File: config.mk
export PLATFORM = sky130hd
export DESIGN_NAME = terminal_cell_color_resolver_flat
export DESIGN_NICKNAME = d
export VERILOG_FILES = /design/src/rtl/tccr_pkg.sv /design/src/rtl/tccr_if.sv /design/src/rtl/terminal_cell_color_resolver.sv /design/src/flat_wrapper.sv
export VERILOG_INCLUDE_DIRS = /design/src /design/src/rtl
export SDC_FILE = /design/constraint.sdc
export NUM_CORES = 1
export LEC_CHECK = 0
export BUFFER_PORTS_ARGS = -buffer_cell sky130_fd_sc_hd__buf_2
export CORE_UTILIZATION = 40
export DETAILED_ROUTE_END_ITERATION = 10
export PLACE_DENSITY = 0.6
export SYNTH_ARGS = -nofsm -noshare
export SYNTH_HDL_FRONTEND = slang
export SYNTH_SLANG_ARGS = --single-unit
File: constraint.sdc
create_clock -name clk_i -period 12.1 [get_ports clk_i]
set_clock_uncertainty 0.1 [all_clocks]
set_input_delay 1.815 -clock clk_i [delete_from_list [all_inputs] [get_ports clk_i]]
set_output_delay 1.815 -clock clk_i [all_outputs]
set_load 0.1 [all_outputs]
File: src/rtl/terminal_cell_color_resolver_defines.svh
// Assertion macros shared by the resolver RTL.
`ifndef TERMINAL_CELL_COLOR_RESOLVER_DEFINES_SVH
`define TERMINAL_CELL_COLOR_RESOLVER_DEFINES_SVH

// Check a property on every rising clock edge outside reset.
`define TCCR_ASSERT(lbl, clk, rstn, prop) \
  lbl: assert property (@(posedge clk) disable iff (!(rstn)) (prop)) \
    else $error("tccr: assertion failed");

// Check that a condition never holds.
`define TCCR_ASSERT_NEVER(lbl, clk, rstn, prop) \
  `TCCR_ASSERT(lbl, clk, rstn, !(prop))

`endif

File: src/rtl/tccr_pkg.sv
package tccr_pkg;

  localparam int unsigned CFG_IDX_W = 3;

  localparam logic [CFG_IDX_W-1:0] CFG_DEFAULT_FG  = 3'd0;
  localparam logic [CFG_IDX_W-1:0] CFG_DEFAULT_BG  = 3'd1;
  localparam logic [CFG_IDX_W-1:0] CFG_CELL_WIDTH  = 3'd2;
  localparam logic [CFG_IDX_W-1:0] CFG_CELL_HEIGHT = 3'd3;
  localparam logic [CFG_IDX_W-1:0] CFG_SEL_ACTIVE  = 3'd4;
  localparam logic [CFG_IDX_W-1:0] CFG_SEL_START   = 3'd5;
  localparam logic [CFG_IDX_W-1:0] CFG_SEL_END     = 3'd6;

  localparam logic [1:0] KIND_DEFAULT = 2'd0;
  localparam logic [1:0] KIND_INDEXED = 2'd1;
  localparam logic [1:0] KIND_RGB     = 2'd2;

  localparam logic [31:0] SEL_BG_RGBA = 32'h3B82F6B4;
  localparam logic [31:0] WHITE_RGBA  = 32'hFFFFFFFF;
  localparam logic [7:0]  DIM_ALPHA   = 8'd140;

  localparam logic [6:0] CELL_W_MIN = 7'd4;
  localparam logic [6:0] CELL_W_MAX = 7'd64;
  localparam logic [7:0] CELL_H_MIN = 8'd8;
  localparam logic [7:0] CELL_H_MAX = 8'd128;

  localparam logic [31:0] DEFAULT_FG_RST = 32'hFFFFFFFF;
  localparam logic [31:0] DEFAULT_BG_RST = 32'h000000FF;
  localparam logic [6:0]  CELL_W_RST     = 7'd8;
  localparam logic [7:0]  CELL_H_RST     = 8'd16;

  localparam logic [31:0] ANSI16 [16] = '{
    32'h000000FF, 32'hDC2626FF, 32'h16A34AFF, 32'hCA8A04FF,
    32'h2563EBFF, 32'h9333EAFF, 32'h0D9488FF, 32'hCBD5E1FF,
    32'h64748BFF, 32'hEF4444FF, 32'h22C55EFF, 32'hEAB308FF,
    32'h3B82F6FF, 32'hA855F7FF, 32'h14B8A6FF, 32'hF8FAFCFF
  };

  typedef struct packed {
    logic [7:0]  cell_row;
    logic [7:0]  cell_col;
    logic [1:0]  cell_span;
    logic [20:0] codepoint;
    logic [1:0]  fg_kind;
    logic [23:0] fg_value;
    logic [1:0]  bg_kind;
    logic [23:0] bg_value;
    logic [3:0]  attr_bits;
  } cell_t;

  typedef struct packed {
    logic        cell_skipped;
    logic [13:0] x_start;
    logic [14:0] y_start;
    logic [14:0] x_end;
    logic [15:0] y_end;
    logic [31:0] bg_rgba;
    logic        draw_background;
    logic [31:0] fg_rgba;
    logic [31:0] glyph_rgba;
    logic        draw_glyph;
    logic [1:0]  font_style;
    logic        sel_hit;
  } result_t;

  function automatic logic [7:0] cube_level(logic [2:0] v);
    return (v == 3'd0) ? 8'd0 : 8'(8'(v) * 8'd40 + 8'd55);
  endfunction

  // Cube digits come from reciprocal multiplies, exact for k below 216.
  function automatic logic [31:0] palette256(logic [7:0] idx);
    logic [7:0]  k;
    logic [13:0] prod_r;
    logic [15:0] prod_g;
    logic [2:0]  qr;
    logic [5:0]  q6;
    logic [2:0]  qg;
    logic [2:0]  qb;
    logic [7:0]  gr;
    k      = idx - 8'd16;
    prod_r = 14'(k) * 14'd57;
    qr     = prod_r[13:11];
    prod_g = 16'(k) * 16'd171;
    q6     = prod_g[15:10];
    qg     = 3'(q6 - 6'(qr) * 6'd6);
    qb     = 3'(k - 8'(q6) * 8'd6);
    gr     = 8'((idx - 8'd232) * 8'd10 + 8'd8);
    if (idx < 8'd16) begin
      return ANSI16[idx[3:0]];
    end else if (idx <= 8'd231) begin
      return {cube_level(qr), cube_level(qg), cube_level(qb), 8'hFF};
    end else begin
      return {gr, gr, gr, 8'hFF};
    end
  endfunction

  function automatic logic [31:0] resolve(logic [1:0] kind, logic [23:0] value,
                                          logic promote, logic [31:0] dflt);
    logic [7:0] idx;
    idx = value[7:0];
    if (promote && idx < 8'd8) begin
      idx = idx + 8'd8;
    end
    case (kind)
      KIND_INDEXED: return palette256(idx);
      KIND_RGB:     return {value, 8'hFF};
      default:      return dflt;
    endcase
  endfunction

endpackage

File: src/rtl/tccr_if.sv
interface tccr_cell_if;
  logic           valid;
  logic           ready;
  tccr_pkg::cell_t data;

  modport source (output valid, output data, input ready);
  modport sink   (input valid, input data, output ready);
endinterface

interface tccr_result_if;
  logic             valid;
  logic             ready;
  tccr_pkg::result_t data;

  modport source (output valid, output data, input ready);
  modport sink   (input valid, input data, output ready);
endinterface

File: src/rtl/terminal_cell_color_resolver.sv
// Channel   Dir  Payload               Transaction
// cell_i    in   tccr_pkg::cell_t      valid && ready at rising clk_i
// res_o     out  tccr_pkg::result_t    valid && ready at rising clk_i
// cfg       in   cfg_idx_i, cfg_wdata_i written when cfg_we_i is high
//
// Two register stages: input register, then result register.
// One cell per cycle sustained while res_o is ready; multiply, palette
// lookup and selection compare run in a single pass between the two registers.
// rst_ni clears both stage valids and resets the configuration registers to their defaults.
// A stalled result holds the result register; the input register keeps taking
// cells while it is empty or the result register is free or drains in that cycle.
`include "terminal_cell_color_resolver_defines.svh"

module terminal_cell_color_resolver #(
  parameter int unsigned MAX_ROWS = 256,
  parameter int unsigned MAX_COLS = 256
) (
  input  logic                           clk_i,
  input  logic                           rst_ni,
  input  logic                           cfg_we_i,
  input  logic [tccr_pkg::CFG_IDX_W-1:0] cfg_idx_i,
  input  logic [31:0]                    cfg_wdata_i,
  tccr_cell_if.sink                      cell_i,
  tccr_result_if.source                  res_o
);

  localparam logic [8:0] ROW_LIMIT = 9'(MAX_ROWS);
  localparam logic [8:0] COL_LIMIT = 9'(MAX_COLS);

  logic [31:0] dflt_fg_q;
  logic [31:0] dflt_bg_q;
  logic [6:0]  cell_w_q;
  logic [7:0]  cell_h_q;
  logic        sel_active_q;
  logic [15:0] sel_start_q;
  logic [15:0] sel_end_q;

  tccr_pkg::cell_t   in_q;
  logic              in_valid_q;
  tccr_pkg::result_t res_q, res_d;
  logic              res_valid_q;
  logic              adv;

  logic        skip;
  logic [1:0]  span_eff;
  logic [14:0] x0;
  logic [14:0] y0;
  logic [7:0]  x_len;
  logic [31:0] bg_raw, fg_raw, bg_sw, fg_sw, bg_fin, fg_fin;
  logic        bold, italic, dim, rev;
  logic        sel;
  logic [7:0]  sr, sc, er, ec;

  always_ff @(posedge clk_i or negedge rst_ni) begin
    if (!rst_ni) begin
      dflt_fg_q    <= tccr_pkg::DEFAULT_FG_RST;
      dflt_bg_q    <= tccr_pkg::DEFAULT_BG_RST;
      cell_w_q     <= tccr_pkg::CELL_W_RST;
      cell_h_q     <= tccr_pkg::CELL_H_RST;
      sel_active_q <= 1'b0;
      sel_start_q  <= '0;
      sel_end_q    <= '0;
    end else if (cfg_we_i) begin
      case (cfg_idx_i)
        tccr_pkg::CFG_DEFAULT_FG: dflt_fg_q <= cfg_wdata_i;
        tccr_pkg::CFG_DEFAULT_BG: dflt_bg_q <= cfg_wdata_i;
        tccr_pkg::CFG_CELL_WIDTH: begin
          if (cfg_wdata_i[6:0] < tccr_pkg::CELL_W_MIN) begin
            cell_w_q <= tccr_pkg::CELL_W_MIN;
          end else if (cfg_wdata_i[6:0] > tccr_pkg::CELL_W_MAX) begin
            cell_w_q <= tccr_pkg::CELL_W_MAX;
          end else begin
            cell_w_q <= cfg_wdata_i[6:0];
          end
        end
        tccr_pkg::CFG_CELL_HEIGHT: begin
          if (cfg_wdata_i[7:0] < tccr_pkg::CELL_H_MIN) begin
            cell_h_q <= tccr_pkg::CELL_H_MIN;
          end else if (cfg_wdata_i[7:0] > tccr_pkg::CELL_H_MAX) begin
            cell_h_q <= tccr_pkg::CELL_H_MAX;
          end else begin
            cell_h_q <= cfg_wdata_i[7:0];
          end
        end
        tccr_pkg::CFG_SEL_ACTIVE: sel_active_q <= cfg_wdata_i[0];
        tccr_pkg::CFG_SEL_START:  sel_start_q  <= cfg_wdata_i[15:0];
        tccr_pkg::CFG_SEL_END:    sel_end_q    <= cfg_wdata_i[15:0];
        default: ;
      endcase
    end
  end

  assign adv          = in_valid_q && (!res_valid_q || res_o.ready);
  assign cell_i.ready = !in_valid_q || adv;
  assign res_o.valid  = res_valid_q;
  assign res_o.data   = res_q;

  always_ff @(posedge clk_i or negedge rst_ni) begin
    if (!rst_ni) begin
      in_valid_q  <= 1'b0;
      res_valid_q <= 1'b0;
    end else begin
      if (cell_i.ready) begin
        in_valid_q <= cell_i.valid;
      end
      if (adv) begin
        res_valid_q <= 1'b1;
      end else if (res_o.ready) begin
        res_valid_q <= 1'b0;
      end
    end
  end

  always_ff @(posedge clk_i) begin
    if (cell_i.valid && cell_i.ready) begin
      in_q <= cell_i.data;
    end
    if (adv) begin
      res_q <= res_d;
    end
  end

  assign bold   = in_q.attr_bits[0];
  assign italic = in_q.attr_bits[1];
  assign dim    = in_q.attr_bits[2];
  assign rev    = in_q.attr_bits[3];

  assign skip = (in_q.cell_span == 2'd0) || ({1'b0, in_q.cell_row} >= ROW_LIMIT)
             || ({1'b0, in_q.cell_col} >= COL_LIMIT);

  assign span_eff = in_q.cell_span[1] ? 2'd2 : in_q.cell_span;
  assign x0       = 15'(in_q.cell_col) * 15'(cell_w_q);
  assign y0       = 15'(in_q.cell_row) * 15'(cell_h_q);
  assign x_len    = (span_eff == 2'd2) ? {cell_w_q, 1'b0} : {1'b0, cell_w_q};

  assign bg_raw = tccr_pkg::resolve(in_q.bg_kind, in_q.bg_value, 1'b0, dflt_bg_q);
  assign fg_raw = tccr_pkg::resolve(in_q.fg_kind, in_q.fg_value, bold, dflt_fg_q);
  assign bg_sw  = rev ? fg_raw : bg_raw;
  assign fg_sw  = rev ? bg_raw : fg_raw;

  assign sr = sel_start_q[15:8];
  assign sc = sel_start_q[7:0];
  assign er = sel_end_q[15:8];
  assign ec = sel_end_q[7:0];

  always_comb begin
    sel = 1'b0;
    if (sel_active_q && in_q.cell_row >= sr && in_q.cell_row <= er) begin
      if (sr == er) begin
        sel = (in_q.cell_col >= sc) && (in_q.cell_col <= ec);
      end else if (in_q.cell_row == sr) begin
        sel = in_q.cell_col >= sc;
      end else if (in_q.cell_row == er) begin
        sel = in_q.cell_col <= ec;
      end else begin
        sel = 1'b1;
      end
    end
  end

  assign bg_fin = sel ? tccr_pkg::SEL_BG_RGBA : bg_sw;
  assign fg_fin = sel ? tccr_pkg::WHITE_RGBA : fg_sw;

  always_comb begin
    res_d = '0;
    if (skip) begin
      res_d.cell_skipped = 1'b1;
    end else begin
      res_d.x_start         = x0[13:0];
      res_d.y_start         = y0;
      res_d.x_end           = 15'(x0 + 15'(x_len));
      res_d.y_end           = 16'(16'(y0) + 16'(cell_h_q));
      res_d.bg_rgba         = bg_fin;
      res_d.draw_background = (bg_fin != dflt_bg_q) || sel;
      res_d.fg_rgba         = fg_fin;
      res_d.glyph_rgba      = dim ? {fg_fin[31:8], tccr_pkg::DIM_ALPHA} : fg_fin;
      res_d.draw_glyph      = (in_q.codepoint != 21'd0) && (in_q.codepoint != 21'd32);
      res_d.font_style      = {italic, bold};
      res_d.sel_hit         = sel;
    end
  end

  `TCCR_ASSERT(a_adv_fills_result, clk_i, rst_ni, adv |=> res_valid_q)
  `TCCR_ASSERT(a_skip_clears, clk_i, rst_ni,
    (res_valid_q && res_q.cell_skipped) |->
      (res_q.bg_rgba == 32'd0 && res_q.draw_glyph == 1'b0 && res_q.x_end == 15'd0))
  `TCCR_ASSERT(a_sel_override, clk_i, rst_ni,
    (res_valid_q && res_q.sel_hit) |->
      (res_q.draw_background && res_q.bg_rgba == tccr_pkg::SEL_BG_RGBA))
  `TCCR_ASSERT_NEVER(a_rect_order, clk_i, rst_ni,
    res_valid_q && !res_q.cell_skipped &&
      ({1'b0, res_q.x_start} >= res_q.x_end || {1'b0, res_q.y_start} >= res_q.y_end))

endmodule
File: src/flat_wrapper.sv
// flat-port wrapper written by rule: the top's interface ports become plain ports
module terminal_cell_color_resolver_flat 
#(
  parameter int unsigned MAX_ROWS = 256,
  parameter int unsigned MAX_COLS = 256
)
  (clk_i, rst_ni, cfg_we_i, cfg_idx_i, cfg_wdata_i, cell_i_valid, cell_i_data, cell_i_ready, res_o_valid, res_o_data, res_o_ready);
  tccr_cell_if cell_i_i ();
  tccr_result_if res_o_i ();
  input  logic clk_i;
  input  logic rst_ni;
  input  logic cfg_we_i;
  input  logic [tccr_pkg::CFG_IDX_W-1:0] cfg_idx_i;
  input  logic [31:0] cfg_wdata_i;
  input wire logic [$bits(cell_i_i.valid)-1:0] cell_i_valid;
  input wire logic [$bits(cell_i_i.data)-1:0] cell_i_data;
  output wire logic [$bits(cell_i_i.ready)-1:0] cell_i_ready;
  output wire logic [$bits(res_o_i.valid)-1:0] res_o_valid;
  output wire logic [$bits(res_o_i.data)-1:0] res_o_data;
  input wire logic [$bits(res_o_i.ready)-1:0] res_o_ready;
  assign cell_i_i.valid = cell_i_valid;
  assign cell_i_i.data = cell_i_data;
  assign cell_i_ready = cell_i_i.ready;
  assign res_o_valid = res_o_i.valid;
  assign res_o_data = res_o_i.data;
  assign res_o_i.ready = res_o_ready;
  terminal_cell_color_resolver #(.MAX_ROWS(MAX_ROWS), .MAX_COLS(MAX_COLS)) u_core (.clk_i(clk_i), .rst_ni(rst_ni), .cfg_we_i(cfg_we_i), .cfg_idx_i(cfg_idx_i), .cfg_wdata_i(cfg_wdata_i), .cell_i(cell_i_i), .res_o(res_o_i));
endmodule
==> results.cfg, run 1 <==
[status]
status = completed

[placement]
dp_cells = 3806
port-buffer-count = 297
hpwl_um = 63100
routabilityCongestion = 0.915
place_area_um2 = 29600

[critical_path]
startpoint_type = flip-flop
cp_top_family = adder cells
criticalPathCategory = reg -> reg
cpMaxStageDelayCell = edfxtp_1
critPathBufInv = 1
cp_slowest_stage_delay_ps = 650
crit_fanout = 12
arrival_ps = 10120
crit_top_cell = ha_1
required_ps = 12290
cp-end-kind = flip-flop

[clock_network]
cts_tree = built
post-cts-setup-buffers = 0
clockBufferDepth = 3
htree_num_levels = 2
clkLatencyLatePin_ps = 590
cts_hold_buf = 0
path_clk_slew_ps = 60
cts_buffers = 42
root_buffer = clkbuf_16
cts_num_sinks = 346
cts_resized = 0

[route]
drtPass1Iterations = 7
initialDrtViolationCount = 2185
ant_nets = 0
drt-total-wl_um = 82800
drt-vias-per-instance = 5.61
drc = 0
vias = 21800
avgRoutedWirePerCell_um = 21.3

[power]
pwr-share-clk_pct = 17.8
p_comb_share_pct = 58.6
power.switching_mw = 3.57
p_leak_nw = 13.7
seqPwrFrac_pct = 23.7
ir_drop_mv = 0.200
pwr_density_cell_nw_per_um2 = 237
switching_share_pct = 48.7
internal-power_mw = 3.76

[timing]
period_share_pct = 82.1
holdWs_ps = 388
hold_viol_final = 0
worstMarginPinSlew_ps = 1270
relSlewSlack_pct = 14.3
fmax_mhz = 101
rsz0062_at_grt = no
period_minus_slack_ps = 9940
finalSetupViolCount = 0
slew_viol_final = 0
setup_tns_ps = 0

[global_route]
track_usage_pct = 23.3
grt_pass1_wl_um = 126000
grt_overflow = 0
antenna_found_initial = 5
grt_pass1_vias = 21300
grt_max_degree = 74

[yosys]
yosys_warnings = 0
yosysTopAreaCell = edfxtp_1
synth_area_per_cell_um2 = 9.93
netlist_instances = 2762
seq_area_frac_synth_pct = 36.0
synthDistinctLibCells = 96
synth_ff_type = edfxtp_1
synth_nets = 3282
synth_seq_cells = 346
synthTopCellsByArea = edfxtp_1 (25%), ha_1 (12%), fa_1 (8.3%)
synth_area_um2 = 27400
synth-edff-count = 232
netlist.area_leader.share_pct = 25.4
async_flop_share_pct = 32.9

[die]
die_h_um = 264
die_w_um = 264
initial_core_util_pct = 40.6
ios = 299
die-area_um2 = 69600
core_area_um2 = 67500
rows = 95

[layout]
nNetsFinal = 3497
areaGrowthSynthToFinish_pct = 12.9
final_common_cell = buf_2
design_area_um2 = 31000
finalNonFillerCells = 3884
layout_common_cells = buf_2 (296), inv_1 (272), ha_1 (271)
drive_above_1_share_pct = 18.7

[hold_path]
worst_hold_path_type = reg -> reg

[flow_run]
drv_cap = 0
-- area by class of cell --
cell class / count / area, µm²
clock buffers: 48 / 1080
multi-input cells: 1987 / 15900
repair buffers: 322 / 1680
flip-flops and latches: 346 / 9870
fillers: 6396 / 36500
well taps: 873 / 1090
clock inverters: 29 / 328
inverters: 278 / 1040
diodes: 1 / 2.50
-- cells in the mapped netlist (10+ instances only) --
master / instances
clkbuf_1: 102
nand4_1: 16
a211oi_1: 22
o211ai_1: 20
o21bai_1: 19
xor2_1: 33
nand2_1: 247
fa_1: 114
inv_1: 272
nand3_1: 44
nand2b_1: 20
o22ai_1: 23
mux2_2: 84
nor2b_1: 30
buf_1: 18
dfrtp_1: 72
o21ai_0: 132
nor3_1: 50
and2_1: 104
mux2i_1: 23
buf_4: 24
a21oi_1: 180
a21o_1: 24
nor2_1: 137
or3_1: 10
nor4_1: 16
a221oi_1: 13
and3_1: 27
ha_1: 271
dfstp_2: 42
o221ai_1: 15
edfxtp_1: 232
xnor2_1: 80
o21a_1: 16
a31oi_1: 26
-- sequential cells by signal, summed over array words and instances, names as in the netlist, 7 cells and up --
signal              flops
u_core.cell_h_q         8
u_core.cell_w_q         7
u_core.dflt_bg_q       32
u_core.dflt_fg_q       32
u_core.in_q            92
u_core.res_o.data     138
u_core.sel_end_q       16
u_core.sel_start_q     16
-- per-stage QoR --
stage	utilization (%)	power, mW	setup slack [ps]
finish	45.9	7.34	2160
global route	45.9	7.82	1300
CTS	45.9	7.36	2110
detailed placement	43.8	6.01	2160
global placement	43.8	5.92	2300
floorplan	-	5.06	3610
-- metal layers --
layer / share of wire (%) / GRT usage [%] / vias up
met1: 44 / 31.8 / 10700
met4: 3.0 / 7.68 / 4
li1: - / - / 10200
met2: 46 / 37.6 / 764
met3: 6.5 / 3.75 / 128
met5: 0.028 / 0 / -
-- worst register-to-register path: cells and delay by family, from the launching register on --
family / cells / cell delay, ps
compound gates: 8 / 2370
simple gates: 9 / 1750
flops: 1 / 650
xor+xnor: 6 / 1870
fa+ha+maj: 7 / 2610
buf+inv: 1 / 290
-- path summary, 6_finish.rpt --
path | from | to | slack, ps | depth (start not counted)
min | u_core.sel_end_q[6] | u_core.sel_end_q[6] | 390 | 2
min in group asynchronous | rst_ni | u_core.dflt_bg_q[24] | 990 | 1
max | u_core.in_q[36] | u_core.res_o.data[68] | 2160 | 31
max reg2reg | u_core.in_q[36] | u_core.res_o.data[68] | 2160 | 31
min reg2reg | u_core.sel_end_q[6] | u_core.sel_end_q[6] | 390 | 2
max in group asynchronous | rst_ni | u_core.cell_h_q[4] | 9270 | 3
-- power groups by stage --
stage | Sequential, mW | Clock, mW | Combinational (mW)
6_report | 1.74 | 1.30 | 4.30
5_1_grt | 1.76 | 1.38 | 4.68
4_1_cts | 1.73 | 1.34 | 4.29
3_5_place_dp | 1.76 | 0 | 4.26
3_3_place_gp | 1.75 | 0 | 4.18
2_1_floorplan | 2.45 | 0 | 2.61
-- cell families after synthesis --
family	after synthesis	share of synthesized area [%]
simple gates	753	13.7
compound gates	621	14.9
buf+inv	429	6.25
fa+ha+maj	385	20.7
flops	346	36.0
xor+xnor	118	3.97
mux	110	4.49
Note: power is estimated with default switching activity, not from simulation.
==> run 2: changes to the inputs <==
--- a/config.mk
+++ b/config.mk
@@ -9,7 +9,7 @@
 export BUFFER_PORTS_ARGS = -buffer_cell sky130_fd_sc_hd__buf_2
 export CORE_UTILIZATION = 40
 export DETAILED_ROUTE_END_ITERATION = 10
-export PLACE_DENSITY = 0.6
+export PLACE_DENSITY = 0.62
 export SYNTH_ARGS = -nofsm -noshare
 export SYNTH_HDL_FRONTEND = slang
 export SYNTH_SLANG_ARGS = --single-unit
==> constraint.sdc (replaced) <==
create_clock -name clk_i -period 8.5 [get_ports clk_i]
set_clock_uncertainty 0.1 [all_clocks]
set_input_delay 1.275 -clock clk_i [delete_from_list [all_inputs] [get_ports clk_i]]
set_output_delay 1.275 -clock clk_i [all_outputs]
set_load 0.1 [all_outputs]
==> results.cfg, run 2 (same netlist as run 1, synthesis figures left out) <==
[timing]
slew_viol_final = 0
period_share_pct = 97.1
relSlewSlack_pct = 24.9
hold_viol_final = 0
holdWs_ps = 398
fmax_mhz = 121
setup_tns_ps = 0
worstMarginPinSlew_ps = 1120
finalSetupViolCount = 0
rsz0062_at_grt = no
period_minus_slack_ps = 8250

[layout]
areaGrowthSynthToFinish_pct = 15.4
num_antenna_cells = 0
final_common_cell = buf_2
layout_common_cells = buf_2 (296), inv_1 (268), ha_1 (265)
largest_reg_flops = 138
nNetsFinal = 3559
drive_above_1_share_pct = 21.5

[critical_path]
r2r-start = u_core.in_q[35]
crit_fanout = 6
reg2reg_slack_ps = 250
cp-end-kind = flip-flop
arrival_ps = 8450
cp_top_family = simple AND/OR/NAND/NOR gates
startpoint_type = flip-flop
reg2reg_depth = 31
critPathBufInv = 4
cp_slowest_stage_delay_ps = 530
worstReg2RegEnd = u_core.res_o.data[68]
required_ps = 8700
cpMaxStageDelayCell = fa_1
criticalPathCategory = reg -> reg

[global_route]
antenna_found_initial = 5
track_usage_pct = 23.9
grt_pass1_wl_um = 129000
grt_max_degree = 82
grt_overflow = 0
grt_pass1_vias = 22000

[clock_network]
cts_buffers = 40
htree_num_levels = 2
clkLatencyLatePin_ps = 590
root_buffer = clkbuf_16
cts_num_sinks = 346
cts_tree = built
path_clk_slew_ps = 60
cts_hold_buf = 0
clockBufferDepth = 3

[flow_run]
drv_cap = 0

[die]
core_area_um2 = 67500
die_w_um = 264
die_h_um = 264
initial_core_util_pct = 40.6
die-area_um2 = 69600
rows = 95
ios = 299

[placement]
routabilityCongestion = 0.915
port-buffer-count = 297
hpwl_um = 65300

[route]
drtPass1Iterations = 6
initialDrtViolationCount = 1616
vias = 22100
dr_wl_met2_um = 39500
drc = 0
top_layer_used = met4
drt-total-wl_um = 84600
wl_met1_um = 36600
drt-vias-per-instance = 5.61
ant_nets = 0
wl_met3_um = 5430
avgRoutedWirePerCell_um = 21.5

[hold_path]
hold_path.startpoint = u_core.dflt_fg_q[12]
hold_depth = 2
worst_hold_path_type = reg -> reg
min_to = u_core.dflt_fg_q[12]

[power]
pwr_density_cell_nw_per_um2 = 341
ir_drop_mv = 0.218
p_leak_nw = 14.0

[status]
status = completed
[run 2: cell types whose count changed in the layout (fill, tap and decap cells not counted), moves of 4 or more]
cell / change
xnor2_1: -4
inv_2: +4
a21oi_2: +4
buf_4: +62
inv_1: -4
clkinv_1: -4
ha_4: +5
ha_1: -6
xnor2_2: +4
a21oi_1: -6
[run 2: worst register-to-register path: cells and delay by family, from the launching register on]
family	cells	cell delay, ps
buffers and inverters	4	440
AOI/OAI and AO/OA	7	1490
and+or+nand+nor	9	2150
DFF	1	400
adders and majority gates	6	2140
xor gates and xnor gates	5	1260
[run 2: cell type report]
| type | count | area (µm²) |
|---|---|---|
| clock buffers | 49 | 1100 |
| clock inverters | 24 | 284 |
| fillers | 6336 | 35800 |
| inverters | 278 | 1040 |
| multi-input cells | 1987 | 16100 |
| flip-flops and latches | 346 | 9870 |
| well taps | 873 | 1090 |
| repair buffers | 386 | 2160 |
[run 2: per-stage QoR]
stage / total power [mW] / util [%] / setup slack (ps) / cells / cell area (µm²)
after CTS: 10.7 / 46.5 / 9.74 / 3933 / 31400
after detailed placement: 8.85 / 44.4 / 2.19 / 3860 / 30000
after global placement: 8.70 / 44.4 / 184 / 3860 / 30000
after global routing: 11.5 / 46.9 / 0.897 / 3943 / 31700
after floorplan: 7.21 / - / 8.28 / 2762 / 27400
final: 10.8 / 46.9 / 251 / 3943 / 31700
[run 2: timing repair]
item,CTS,global route
setup buffers,0,10
pin swaps,0,21
setup endpoints to repair,1,1
gates resized for setup,3,42
[run 2: report_power, final]
group	internal, mW	switching (mW)
Sequential	2.23	0.237
Clock	1.05	0.757
Combinational	2.30	4.21
Total	5.59	5.20
[run 2: routing by layer]
metal,GRT usage [%],vias to the layer above
met4,8.44,0
met1,31.6,10900
met5,0,-
met3,3.99,145
li1,-,10400
met2,39.4,781
[run 2: worst max path at each step]
stage                         start                     to  slack (ps)  cells past startpoint
global route        u_core.in_q[35]  u_core.res_o.data[68]         0.9                     32
global placement    u_core.in_q[34]  u_core.res_o.data[68]         180                     31
finish              u_core.in_q[35]  u_core.res_o.data[68]         250                     31
detailed placement  u_core.in_q[34]  u_core.res_o.data[68]           2                     31
CTS                 u_core.in_q[34]  u_core.res_o.data[68]          10                     33
floorplan           u_core.in_q[34]  u_core.res_o.data[68]           8                     31
